===== src/rtl/core/kdps_pkg.sv =====
// kdps_pkg: shared types, codes and constants of the kd-tree photon search block
// used by the cfg interface and by every module of rtl/core
package kdps_pkg;

  localparam int TREE_SLOTS_DEFAULT = 1024;
  localparam int HEAP_DEPTH_DEFAULT = 64;
  localparam int QUEUE_DEPTH = 2;

  localparam int CFG_INDEX_W = 2;
  localparam int CFG_DATA_W = 31;

  localparam logic [CFG_INDEX_W-1:0] CFG_NEAREST_COUNT = 2'd0;
  localparam logic [CFG_INDEX_W-1:0] CFG_START_DISTANCE = 2'd1;

  localparam logic [6:0] NEAREST_COUNT_RESET = 7'd16;
  localparam logic [30:0] START_DISTANCE_RESET = 31'd65536;

  localparam logic [1:0] KIND_LOAD = 2'd0;
  localparam logic [1:0] KIND_RADIUS = 2'd1;
  localparam logic [1:0] KIND_NEAREST = 2'd2;

  localparam logic [2:0] SPLIT_LEAF = 3'd0;
  localparam logic [2:0] SPLIT_X = 3'd1;
  localparam logic [2:0] SPLIT_Y = 3'd2;
  localparam logic [2:0] SPLIT_Z = 3'd3;
  localparam logic [2:0] SPLIT_ABSENT = 3'd4;

  localparam logic [1:0] ST_OK = 2'd0;
  localparam logic [1:0] ST_RANGE = 2'd1;
  localparam logic [1:0] ST_BAD_SPLIT = 2'd2;

  localparam logic [10:0] COUNT_MAX = 11'd2047;

  typedef enum logic [2:0] {
    OP_LOAD = 3'd0,
    OP_LOAD_BAD = 3'd1,
    OP_RADIUS = 3'd2,
    OP_NEAREST = 3'd3,
    OP_NOP = 3'd4
  } op_t;

  typedef struct packed {
    op_t op;
    logic [9:0] node_index;
    logic [2:0] split_code;
    logic [31:0] coord_x;
    logic [31:0] coord_y;
    logic [31:0] coord_z;
    logic [15:0] shape_id;
    logic [47:0] power;
    logic [30:0] search_radius;
  } cmd_t;

  typedef struct packed {
    logic [6:0] nearest_count;
    logic [30:0] start_distance;
  } cfg_t;

  typedef struct packed {
    logic clear_done;
  } back_status_t;

  typedef struct packed {
    logic start;
    logic [63:0] value;
  } sqrt_req_t;

  typedef struct packed {
    logic done;
    logic [31:0] root;
  } sqrt_rsp_t;

  typedef struct packed {
    logic [1:0] status;
    logic [31:0] sum_red;
    logic [31:0] sum_green;
    logic [31:0] sum_blue;
    logic [10:0] photon_count;
    logic [10:0] same_shape_count;
    logic [63:0] foreign_distance_sq;
    logic [31:0] nearest_radius;
  } result_t;

endpackage


===== src/rtl/core/kdps_sqrt.sv =====
// kdps_sqrt: iterative integer square root, one result bit per cycle
// depends on kdps_pkg for the request and response structs
module kdps_sqrt import kdps_pkg::*; (
  input  logic clk,
  input  logic rst,
  input  sqrt_req_t req,
  output sqrt_rsp_t rsp
);
  logic busy;
  logic done;
  logic [4:0] step;
  logic [63:0] rem;
  logic [63:0] root;
  logic [63:0] bitv;
  logic [63:0] trial;

  assign trial = root + bitv;
  assign rsp = '{done: done, root: root[31:0]};

  always_ff @(posedge clk) begin
    if (rst) begin
      busy <= 1'b0;
      done <= 1'b0;
      step <= '0;
    end else begin
      done <= 1'b0;
      if (req.start) begin
        busy <= 1'b1;
        step <= '0;
        rem <= req.value;
        root <= '0;
        bitv <= 64'h4000_0000_0000_0000;
      end else if (busy) begin
        if (rem >= trial) begin
          rem <= rem - trial;
          root <= (root >> 1) + bitv;
        end else begin
          root <= root >> 1;
        end
        bitv <= bitv >> 2;
        step <= step + 1'b1;
        if (step == 5'd31) begin
          busy <= 1'b0;
          done <= 1'b1;
        end
      end
    end
  end
endmodule


===== config.mk =====
export PLATFORM = sky130hd
export DESIGN_NAME = kdps_sqrt
export DESIGN_NICKNAME = d
export VERILOG_FILES = /design/src/rtl/core/kdps_pkg.sv /design/src/rtl/core/kdps_sqrt.sv
export SDC_FILE = /design/constraint.sdc
export NUM_CORES = 1
export LEC_CHECK = 0
export BUFFER_PORTS_ARGS = -buffer_cell sky130_fd_sc_hd__buf_2
export CORE_MARGIN = 2
export CORE_UTILIZATION = 30
export DETAILED_ROUTE_END_ITERATION = 10
export GPL_TIMING_DRIVEN = 0
export PLACE_DENSITY = 0.41
export SLEW_MARGIN = 5
export SYNTH_ARGS = -nofsm -noshare
export SYNTH_HDL_FRONTEND = slang
export SYNTH_SLANG_ARGS = --single-unit

===== constraint.sdc =====
create_clock -name clk -period 11.94 [get_ports clk]
set_clock_uncertainty 0.1 [all_clocks]
set_input_delay 0.597 -clock clk [delete_from_list [all_inputs] [get_ports clk]]
set_output_delay 0.597 -clock clk [all_outputs]
set_load 0.05 [all_outputs]

==> out/qor.yml <==
synthesis:
  yosys-top-cells-count: "nand2_1 (227), o21ai_0 (165), edfxtp_1 (160)"
  synth_top_flop_cell: "edfxtp_1"
  synthTopCellsByArea: "edfxtp_1 (32%), ha_1 (11%), nand2_1 (5.6%)"
  synth_area_leader_cell: "edfxtp_1"
  syn-cell-area_sq_um: 15170
  synth.most_common_cell: "nand2_1"
  synth_top_area_share_pct: 31.66
  ys_seq_area_share_pct: 32.59
  synth_fp_nets: 1956
  ys_types: 75
  ys_ff_latch: 167
  yosys_warnings: 0
  syn_avg_cell_area_sq_um: 8.641
  async_reset_ff_share_pct: 0
  synth_edf_count: 160
  synthCells: 1756
timing:
  layout_setup_ws_ns: 3.683
  min_period_ns: 8.257
  setup_violations: 0
  holdWs_ns: 0.2268
  worstMarginPinSlew_ns: 1.253
  relSlewSlack_pct: 16.50
  setup_tns_ns: 0
  grt_setup_unrepaired: "false"
  hold_violations: 0
  finalMaxSlewViolations: 0
  period_share_pct: 69.15
  fmax_mhz: 121.1
clocking:
  cts_setup_buffers: 0
  clkTransAtPathRegs_ns: 0.07
  clock-sinks: 167
  htreeDepth: 4
  cts_resized: 0
  cts_root_buf: "clkbuf_16"
  cts_buffer_depth: 2
  ctsHoldBuffers: 0
  worstSkewPairLatency_ns: 0.50
  cts_tree: "yes"
  cts_buffers: 17
place:
  post-place-ws_ns: 3.638
  place.gp.congestion: 0.8782
  hpwl_um: 40650
  numPortBuffers: 99
  place_inst: 2532
  place_area_sq_um: 16630
setup_path:
  timing.critical_path.arrival_ns: 8.40
  critPathSlowestCell: "a211oi_1"
  critPathRequiredTime_ns: 12.08
  cp-start-kind: "flop"
  cp_common_cell: "a21oi_1"
  r2r_cells: 25
  cpLargestDelayFamily: "compound AO/OA/AOI/OAI gates"
  crit_path_end_kind: "flop"
  critical_path_class: "reg -> reg"
  timing.rr.end: "rem[35]"
  r2r-start: "root[2]"
  crit_buf_inv: 4
  crit_fanout: 25
  cpPeakStageDelay_ns: 0.81
  r2r_slack_ns: 3.68
floorplan:
  dieArea_sq_um: 52390
  rows: 82
  io_pins: 100
  die_w_um: 228.9
  core_sq_um: 50070
  die_h_um: 228.9
  start_util_pct: 30.31
final_layout:
  drive_above_1_share_pct: 12.37
  fin_area_sq_um: 17220
  diodes: 0
  instances_no_fill: 2564
  fin_nets: 2079
  n_fill_cell: 5428
  post-route-util_pct: 34.39
  area_growth_pct: 13.47
min_path:
  hp-class: "in -> reg"
  min_to: "busy"
  hold_depth: 2
  hold_start: "rst"
global_route:
  grt_use_met2_pct: 30.84
  grt_use_met1_pct: 27.16
  busiest_layer: "met2"
  met3_usage_pct: 3.268
  grt_max_degree: 30
  grt_pass1_wl_um: 79150
  antenna_found_initial: 2
  gr-usage-all-layers_pct: 19.68
  grt_pass1_vias: 13280
  grt_overflow_total: 0
detailed_routing:
  dr.pass1.iters: 5
  wl_um: 51190
  route.vias.total: 13610
  via_per_inst: 5.308
  wl_per_cell_um: 19.97
  drt-initial-drc-count: 891
  drc_errors: 0
  drtAntennaViolNets: 0
power_and_ir_drop:
  power_density_nw_per_um2: 160.8
  vdd_drop_max_mv: 0.1099
  leakagePower_nw: 6.567
  power.total_mw: 2.768
outcome:
  status: "complete, no violations"
run:
  maxCapViolations: 0
[state kept, by name (all words and copies together), names as in the netlist]
name and cells:
busy 1, root 64, rem 64, step 5
bitv 32, done 1
[layout make-up]
type	instances	area, sq um	area share, %
Clock inverter	13	155.1	0.9012
Clock buffer	19	432.9	2.515
Tap cell	672	840.8	4.884
Timing Repair Buffer	104	595.6	3.459
Sequential cell	167	4945	28.72
Inverter	38	142.6	0.8285
Multi-Input combinational cell	1455	9600	55.76
Buffer	96	504.2	2.929
[cell usage in the layout, fill, tap and decap left out, types with 9 or more instances in the layout]
master,synthesis,final
ha_1,132,132
clkbuf_16,0,17
a21o_1,49,49
edfxtp_1,160,160
nand2b_1,9,9
nor2_1,130,129
o21bai_1,37,37
clkbuf_1,49,51
and3_1,19,19
or3_1,22,22
buf_2,10,109
a31oi_1,66,66
nor3_1,15,15
nand3_1,31,31
o21a_1,13,13
xnor2_1,78,78
buf_4,35,35
xor2_1,92,92
inv_1,37,37
nor2b_1,44,44
a31o_2,15,15
nand4_1,36,36
a211oi_1,37,37
o21ai_0,165,165
nand2_1,227,227
a21oi_1,118,118
[worst max path at each step]
stage          depth (start not counted)  slack (ns)       to  startpoint
2_1_floorplan                          4        1.41   rem[0]     req[64]
3_3_place_gp                           5       -5.50  rem[34]     req[64]
3_5_place_dp                          25        3.64  rem[35]     root[2]
4_1_cts                               25        3.59  rem[47]     root[2]
5_1_grt                               26        3.00  rem[35]     root[0]
6_report                              25        3.68  rem[35]     root[2]
[power by group]
part           switching, mW  internal [mW]  total, mW
clock                  0.267          0.327      0.594
sequential            0.0711          0.746      0.818
combinational          0.854          0.502       1.36
[logic make-up after synthesis]
family | Yosys count | synth area share (%)
AO/OA/AOI/OAI | 579 | 24.51
AND/OR/NAND/NOR | 567 | 17.38
adder cells (fa/ha/maj) | 133 | 11.02
buffers and inverters | 134 | 4.263
flip-flops | 167 | 32.59
multiplexers | 6 | 0.4288
XOR/XNOR | 170 | 9.813
[layer usage]
layer  vias up  wire length [um]
li1       6760                 -
met1      6514             24850
met2       272             23020
met3        64              1948
met4         0              1374
met5         -                 0
Note: power is estimated with default switching activity, not from simulation.
