**config.mk**
```make
export PLATFORM = sky130hd
export DESIGN_NAME = kdps_front_flat
export DESIGN_NICKNAME = d
export VERILOG_FILES = /design/src/rtl/core/kdps_pkg.sv /design/src/rtl/core/kdps_if.sv /design/src/rtl/core/kdps_front.sv /design/src/flat_wrapper.sv
export SDC_FILE = /design/constraint.sdc
export NUM_CORES = 1
export LEC_CHECK = 0
export BUFFER_PORTS_ARGS = -buffer_cell sky130_fd_sc_hd__clkbuf_2
export CORE_AREA = 10 10 184 186
export CTS_CLUSTER_DIAMETER = 60
export CTS_CLUSTER_SIZE = 25
export DETAILED_ROUTE_END_ITERATION = 10
export DIE_AREA = 0 0 194 196
export PLACE_DENSITY = 0.47
export SYNTH_ARGS = -nofsm -noshare
export SYNTH_HDL_FRONTEND = slang
export SYNTH_SLANG_ARGS = --single-unit
```
**constraint.sdc**
```tcl
create_clock -name clk -period 1.7 [get_ports clk]
set_input_delay 0.255 -clock clk [delete_from_list [all_inputs] [get_ports clk]]
set_output_delay 0.255 -clock clk [all_outputs]
set_load 0.05 [all_outputs]
```
**src/rtl/core/kdps_pkg.sv**
```systemverilog
// kdps_pkg: shared types, codes and constants of the kd-tree photon search block
// used by the cfg interface and by every module of rtl/core
package kdps_pkg;

  localparam int TREE_SLOTS_DEFAULT = 1024;
  localparam int HEAP_DEPTH_DEFAULT = 64;
  localparam int QUEUE_DEPTH = 2;

  localparam int CFG_INDEX_W = 2;
  localparam int CFG_DATA_W = 31;

  localparam logic [CFG_INDEX_W-1:0] CFG_NEAREST_COUNT = 2'd0;
  localparam logic [CFG_INDEX_W-1:0] CFG_START_DISTANCE = 2'd1;

  localparam logic [6:0] NEAREST_COUNT_RESET = 7'd16;
  localparam logic [30:0] START_DISTANCE_RESET = 31'd65536;

  localparam logic [1:0] KIND_LOAD = 2'd0;
  localparam logic [1:0] KIND_RADIUS = 2'd1;
  localparam logic [1:0] KIND_NEAREST = 2'd2;

  localparam logic [2:0] SPLIT_LEAF = 3'd0;
  localparam logic [2:0] SPLIT_X = 3'd1;
  localparam logic [2:0] SPLIT_Y = 3'd2;
  localparam logic [2:0] SPLIT_Z = 3'd3;
  localparam logic [2:0] SPLIT_ABSENT = 3'd4;

  localparam logic [1:0] ST_OK = 2'd0;
  localparam logic [1:0] ST_RANGE = 2'd1;
  localparam logic [1:0] ST_BAD_SPLIT = 2'd2;

  localparam logic [10:0] COUNT_MAX = 11'd2047;

  typedef enum logic [2:0] {
    OP_LOAD = 3'd0,
    OP_LOAD_BAD = 3'd1,
    OP_RADIUS = 3'd2,
    OP_NEAREST = 3'd3,
    OP_NOP = 3'd4
  } op_t;

  typedef struct packed {
    op_t op;
    logic [9:0] node_index;
    logic [2:0] split_code;
    logic [31:0] coord_x;
    logic [31:0] coord_y;
    logic [31:0] coord_z;
    logic [15:0] shape_id;
    logic [47:0] power;
    logic [30:0] search_radius;
  } cmd_t;

  typedef struct packed {
    logic [6:0] nearest_count;
    logic [30:0] start_distance;
  } cfg_t;

  typedef struct packed {
    logic clear_done;
  } back_status_t;

  typedef struct packed {
    logic start;
    logic [63:0] value;
  } sqrt_req_t;

  typedef struct packed {
    logic done;
    logic [31:0] root;
  } sqrt_rsp_t;

  typedef struct packed {
    logic [1:0] status;
    logic [31:0] sum_red;
    logic [31:0] sum_green;
    logic [31:0] sum_blue;
    logic [10:0] photon_count;
    logic [10:0] same_shape_count;
    logic [63:0] foreign_distance_sq;
    logic [31:0] nearest_radius;
  } result_t;

endpackage

```
**src/rtl/core/kdps_if.sv**
```systemverilog
// kdps interfaces: request, result and configuration channels
// depends on kdps_pkg for the configuration port widths
interface kdps_in_if;
  logic valid;
  logic ready;
  logic [1:0] kind;
  logic [9:0] node_index;
  logic [2:0] split_code;
  logic signed [31:0] coord_x;
  logic signed [31:0] coord_y;
  logic signed [31:0] coord_z;
  logic [15:0] shape_id;
  logic [15:0] power_red;
  logic [15:0] power_green;
  logic [15:0] power_blue;
  logic [30:0] search_radius;

  modport source (
    output valid, kind, node_index, split_code, coord_x, coord_y, coord_z, shape_id,
    output power_red, power_green, power_blue, search_radius,
    input ready
  );
  modport sink (
    input valid, kind, node_index, split_code, coord_x, coord_y, coord_z, shape_id,
    input power_red, power_green, power_blue, search_radius,
    output ready
  );
endinterface


interface kdps_cfg_if import kdps_pkg::*; ();
  logic valid;
  logic ready;
  logic [CFG_INDEX_W-1:0] index;
  logic [CFG_DATA_W-1:0] data;

  modport source (output valid, index, data, input ready);
  modport sink (input valid, index, data, output ready);
endinterface

```
**src/rtl/core/kdps_front.sv**
```systemverilog
// kdps_front: takes requests and configuration writes, classifies each request
// depends on kdps_pkg and kdps_if
module kdps_front import kdps_pkg::*; #(
  parameter int TREE_SLOTS = TREE_SLOTS_DEFAULT
) (
  input  logic clk,
  input  logic rst,
  kdps_in_if.sink item,
  kdps_cfg_if.sink cfg,
  input  back_status_t back_status,
  input  logic q_full,
  output logic q_push,
  output cmd_t q_cmd,
  output cfg_t cfg_regs
);
  assign item.ready = !q_full && back_status.clear_done;
  assign q_push = item.valid && item.ready;
  assign cfg.ready = 1'b1;

  always_comb begin
    q_cmd.node_index = item.node_index;
    q_cmd.split_code = item.split_code;
    q_cmd.coord_x = item.coord_x;
    q_cmd.coord_y = item.coord_y;
    q_cmd.coord_z = item.coord_z;
    q_cmd.shape_id = item.shape_id;
    q_cmd.power = {item.power_red, item.power_green, item.power_blue};
    q_cmd.search_radius = item.search_radius;
    case (item.kind)
      KIND_LOAD: begin
        if (item.node_index == '0 || 32'(item.node_index) >= 32'(TREE_SLOTS)) begin
          q_cmd.op = OP_LOAD_BAD;
        end else begin
          q_cmd.op = OP_LOAD;
        end
      end
      KIND_RADIUS: q_cmd.op = OP_RADIUS;
      KIND_NEAREST: q_cmd.op = OP_NEAREST;
      default: q_cmd.op = OP_NOP;
    endcase
  end

  always_ff @(posedge clk) begin
    if (rst) begin
      cfg_regs.nearest_count <= NEAREST_COUNT_RESET;
      cfg_regs.start_distance <= START_DISTANCE_RESET;
    end else if (cfg.valid) begin
      case (cfg.index)
        CFG_NEAREST_COUNT: cfg_regs.nearest_count <= cfg.data[6:0];
        CFG_START_DISTANCE: cfg_regs.start_distance <= cfg.data;
        default: ;
      endcase
    end
  end
endmodule

```
**src/flat_wrapper.sv**
```systemverilog
// flat-port wrapper written by rule: the top's interface ports become plain ports
module kdps_front_flat import kdps_pkg::*;
#(
  parameter int TREE_SLOTS = TREE_SLOTS_DEFAULT
)
  (clk, rst, back_status, q_full, q_push, q_cmd, cfg_regs, item_valid, item_kind, item_node_index, item_split_code, item_coord_x, item_coord_y, item_coord_z, item_shape_id, item_power_red, item_power_green, item_power_blue, item_search_radius, item_ready, cfg_valid, cfg_index, cfg_data, cfg_ready);
  kdps_in_if item_i ();
  kdps_cfg_if cfg_i ();
  input  logic clk;
  input  logic rst;
  input  back_status_t back_status;
  input  logic q_full;
  output logic q_push;
  output cmd_t q_cmd;
  output cfg_t cfg_regs;
  input wire logic [$bits(item_i.valid)-1:0] item_valid;
  input wire logic [$bits(item_i.kind)-1:0] item_kind;
  input wire logic [$bits(item_i.node_index)-1:0] item_node_index;
  input wire logic [$bits(item_i.split_code)-1:0] item_split_code;
  input wire logic [$bits(item_i.coord_x)-1:0] item_coord_x;
  input wire logic [$bits(item_i.coord_y)-1:0] item_coord_y;
  input wire logic [$bits(item_i.coord_z)-1:0] item_coord_z;
  input wire logic [$bits(item_i.shape_id)-1:0] item_shape_id;
  input wire logic [$bits(item_i.power_red)-1:0] item_power_red;
  input wire logic [$bits(item_i.power_green)-1:0] item_power_green;
  input wire logic [$bits(item_i.power_blue)-1:0] item_power_blue;
  input wire logic [$bits(item_i.search_radius)-1:0] item_search_radius;
  output wire logic [$bits(item_i.ready)-1:0] item_ready;
  input wire logic [$bits(cfg_i.valid)-1:0] cfg_valid;
  input wire logic [$bits(cfg_i.index)-1:0] cfg_index;
  input wire logic [$bits(cfg_i.data)-1:0] cfg_data;
  output wire logic [$bits(cfg_i.ready)-1:0] cfg_ready;
  assign item_i.valid = item_valid;
  assign item_i.kind = item_kind;
  assign item_i.node_index = item_node_index;
  assign item_i.split_code = item_split_code;
  assign item_i.coord_x = item_coord_x;
  assign item_i.coord_y = item_coord_y;
  assign item_i.coord_z = item_coord_z;
  assign item_i.shape_id = item_shape_id;
  assign item_i.power_red = item_power_red;
  assign item_i.power_green = item_power_green;
  assign item_i.power_blue = item_power_blue;
  assign item_i.search_radius = item_search_radius;
  assign item_ready = item_i.ready;
  assign cfg_i.valid = cfg_valid;
  assign cfg_i.index = cfg_index;
  assign cfg_i.data = cfg_data;
  assign cfg_ready = cfg_i.ready;
  kdps_front #(.TREE_SLOTS(TREE_SLOTS)) u_core (.clk(clk), .rst(rst), .item(item_i), .cfg(cfg_i), .back_status(back_status), .q_full(q_full), .q_push(q_push), .q_cmd(q_cmd), .cfg_regs(cfg_regs));
endmodule
```
==> results.json <==
{
  "start_util_pct": 9.85,
  "grt_util_met1_pct": 4.72,
  "yosys.cell_types.count": 24,
  "port_buffers": 103,
  "coreArea_um2": 30300,
  "cp-start-kind": "primary input",
  "power.share.clock_pct": 42.9,
  "layout-drive-gt1-share_pct": 44.3,
  "peakVddDrop_mv": 0.564,
  "via_per_inst": 2.70,
  "cap_violations": 0,
  "cp-startpoint": "item_kind[1]",
  "r2r_setup_slack_ns": 0.90,
  "ant_nets": 0,
  "hold_violations": 0,
  "hp-class": "in -> reg",
  "switching_share_pct": 33.2,
  "grt_antenna_before_repair": 1,
  "worst_slack_ns": 0.213,
  "post_cts_resized": 0,
  "fin_util_pct": 8.61,
  "switchingPower_mw": 0.785,
  "power.internal_mw": 1.58,
  "ys.flop_type": "dfxtp_1",
  "grt_util_all_layers_pct": 6.18,
  "min_period_ns": 1.49,
  "place_congestion": 0.615,
  "ys_seq_area_share_pct": 25.5,
  "yosysMostFrequentCell": "buf_4",
  "drc": 0,
  "place_ws_ns": 0.211,
  "grt_pass1_vias": 1996,
  "path_clk_slew_ns": 0.07,
  "maxSlewViolCount": 0,
  "rows": 64,
  "seq_power_share_pct": 39.5,
  "clock_skew_ns": 0,
  "dpl.hpwl_mm": 10.2,
  "grt-ovfl-total": 0,
  "synth_area_leaders": "buf_4, dfxtp_1, nand2_1",
  "syn_area_um2": 2980,
  "rr_startpoint": "u_core.cfg_regs[35]",
  "setup_viol": 0,
  "top_regs": "u_core.cfg_regs (38)",
  "stdcell_area_um2": 2610,
  "syn_inst": 377,
  "cts_tree": "yes",
  "syn_area_per_cell_um2": 7.91,
  "criticalPathCategory": "in -> out",
  "hold_start": "cfg_data[11]",
  "die_area_um2": 38000,
  "fmax_mhz": 672,
  "cts_sinks": 38,
  "crit_required_ns": 1.44,
  "largest_reg_flops": 38,
  "status": "finished, final reports clean",
  "post_cts_buffers": 0,
  "cts_buffers": 5,
  "htree_levels": 2,
  "grt_util_met2_pct": 8.66,
  "grt_max_degree": 20,
  "fin_setup_tns_ns": 0,
  "powerDensity_nw_per_um2": 908,
  "cts_root_buf": "clkbuf_16",
  "ys_warn_count": 0,
  "nNetsFinal": 526,
  "io_pins": 493,
  "synth_area_leader_cell": "buf_4",
  "power_frac_comb_pct": 17.6,
  "dr.pass1.iters": 4,
  "async_flop_share_pct": 0,
  "insertion_delay_ns": 0.31,
  "synth_top_area_share_pct": 51.8,
  "ys_top_cells_by_count": "buf_4, nand2_1, dfxtp_1",
  "regMostFlops": "u_core.cfg_regs",
  "drt_iter0_drc": 24,
  "wl_mm": 12.1,
  "place_area_um2": 2460,
  "synth-edff-count": 0,
  "wl_per_cell_um": 17.8,
  "cts_buffer_depth": 2,
  "num_vias": 1825,
  "arrival_ns": 1.23,
  "cp-end-kind": "output pin",
  "rsz0062_at_grt": "false",
  "holdBufCountCts": 0,
  "dieHeight_um": 196,
  "ys_ff_latch": 38,
  "syn_to_final_growth_pct": -12.6,
  "min_period_over_period_pct": 87.5,
  "grtUsageMet3_pct": 6.04,
  "grt_pass1_wl_mm": 16.0,
  "p_leak_nw": 1.04,
  "fp.dieW_um": 194,
  "critical_path.max_fanout": 3,
  "grt-busiest-layer": "met2",
  "synth.net_count": 624
}
==> path summary, 6_finish.rpt <==
| kind | end | depth (start not counted) |
|---|---|---|
| setup / recovery | q_cmd[204] | 7 |
| hold / removal | u_core.cfg_regs[11] | 3 |
| setup reg to reg | u_core.cfg_regs[35] | 2 |
| hold reg to reg | u_core.cfg_regs[22] | 2 |
==> power by group through the flow <==
stage / Sequential, mW / Clock, mW / Combinational [mW]
after CTS: 0.935 / 1.12 / 0.430
final: 0.935 / 1.01 / 0.418
after global placement: 0.955 / 0 / 0.427
after detailed placement: 0.956 / 0 / 0.429
after floorplan: 1.06 / 0 / 1.41
after global routing: 0.939 / 1.14 / 0.453
==> worst max-delay path: stages <==
cell	delay, ns
clkbuf_2	0.09
inv_1	0.08
ha_1	0.14
nor4b_1	0.21
nand4_1	0.11
o21ai_0	0.15
buf_12	0.19
==> layout by cell type (no fill, tap or decap), drive strengths merged, types with 2 or more instances in the layout <==
cell	count
clkinv	2
a21oi	30
clkbuf	107
nand2	62
ha	2
inv	2
mux2i	6
nor2	6
dfxtp	38
nand3b	2
buf	10
nor2b	2
==> per-layer routing <==
metal | vias up | share of wire, %
met3 | 92 | 20
met1 | 739 | 28
li1 | 769 | -
met2 | 225 | 42
met4 | 0 | 8.9
met5 | - | 0
==> through the flow <==
| step | power (mW) | hold slack, ns | cells |
|---|---|---|---|
| 4_1_cts | 2.48 | 0.120 | 676 |
| 2_1_floorplan | 2.47 | 0.373 | 377 |
| 3_3_place_gp | 1.38 | 0.439 | 668 |
| 5_1_grt | 2.53 | 0.139 | 676 |
| 6_report | 2.37 | 0.154 | 677 |
| 3_5_place_dp | 1.38 | 0.448 | 668 |
==> kinds of logic (layout without fill, tap and decap cells) <==
kind of cell / after synthesis / count (layout) / synth area share [%]
buffers and inverters: 219 / 122 / 54.7
and+or+nand+nor: 79 / 79 / 11.4
DFF: 38 / 38 / 25.5
AOI/OAI and AO/OA: 32 / 32 / 5.49
muxes: 6 / 6 / 2.01
adders and majority gates: 2 / 2 / 0.839
other: 1 / 2 / 0.126
==> final cells by class <==
cell class	count	area, µm²
Inverter	2	7.51
Multi-Input combinational cell	120	596
Clock inverter	3	21.3
Clock buffer	5	125
Fill cell	3597	27700
Timing Repair Buffer	112	598
Sequential cell	38	761
Tap cell	396	495
Antenna cell	1	2.50
(Power assumes the default switching activity.)
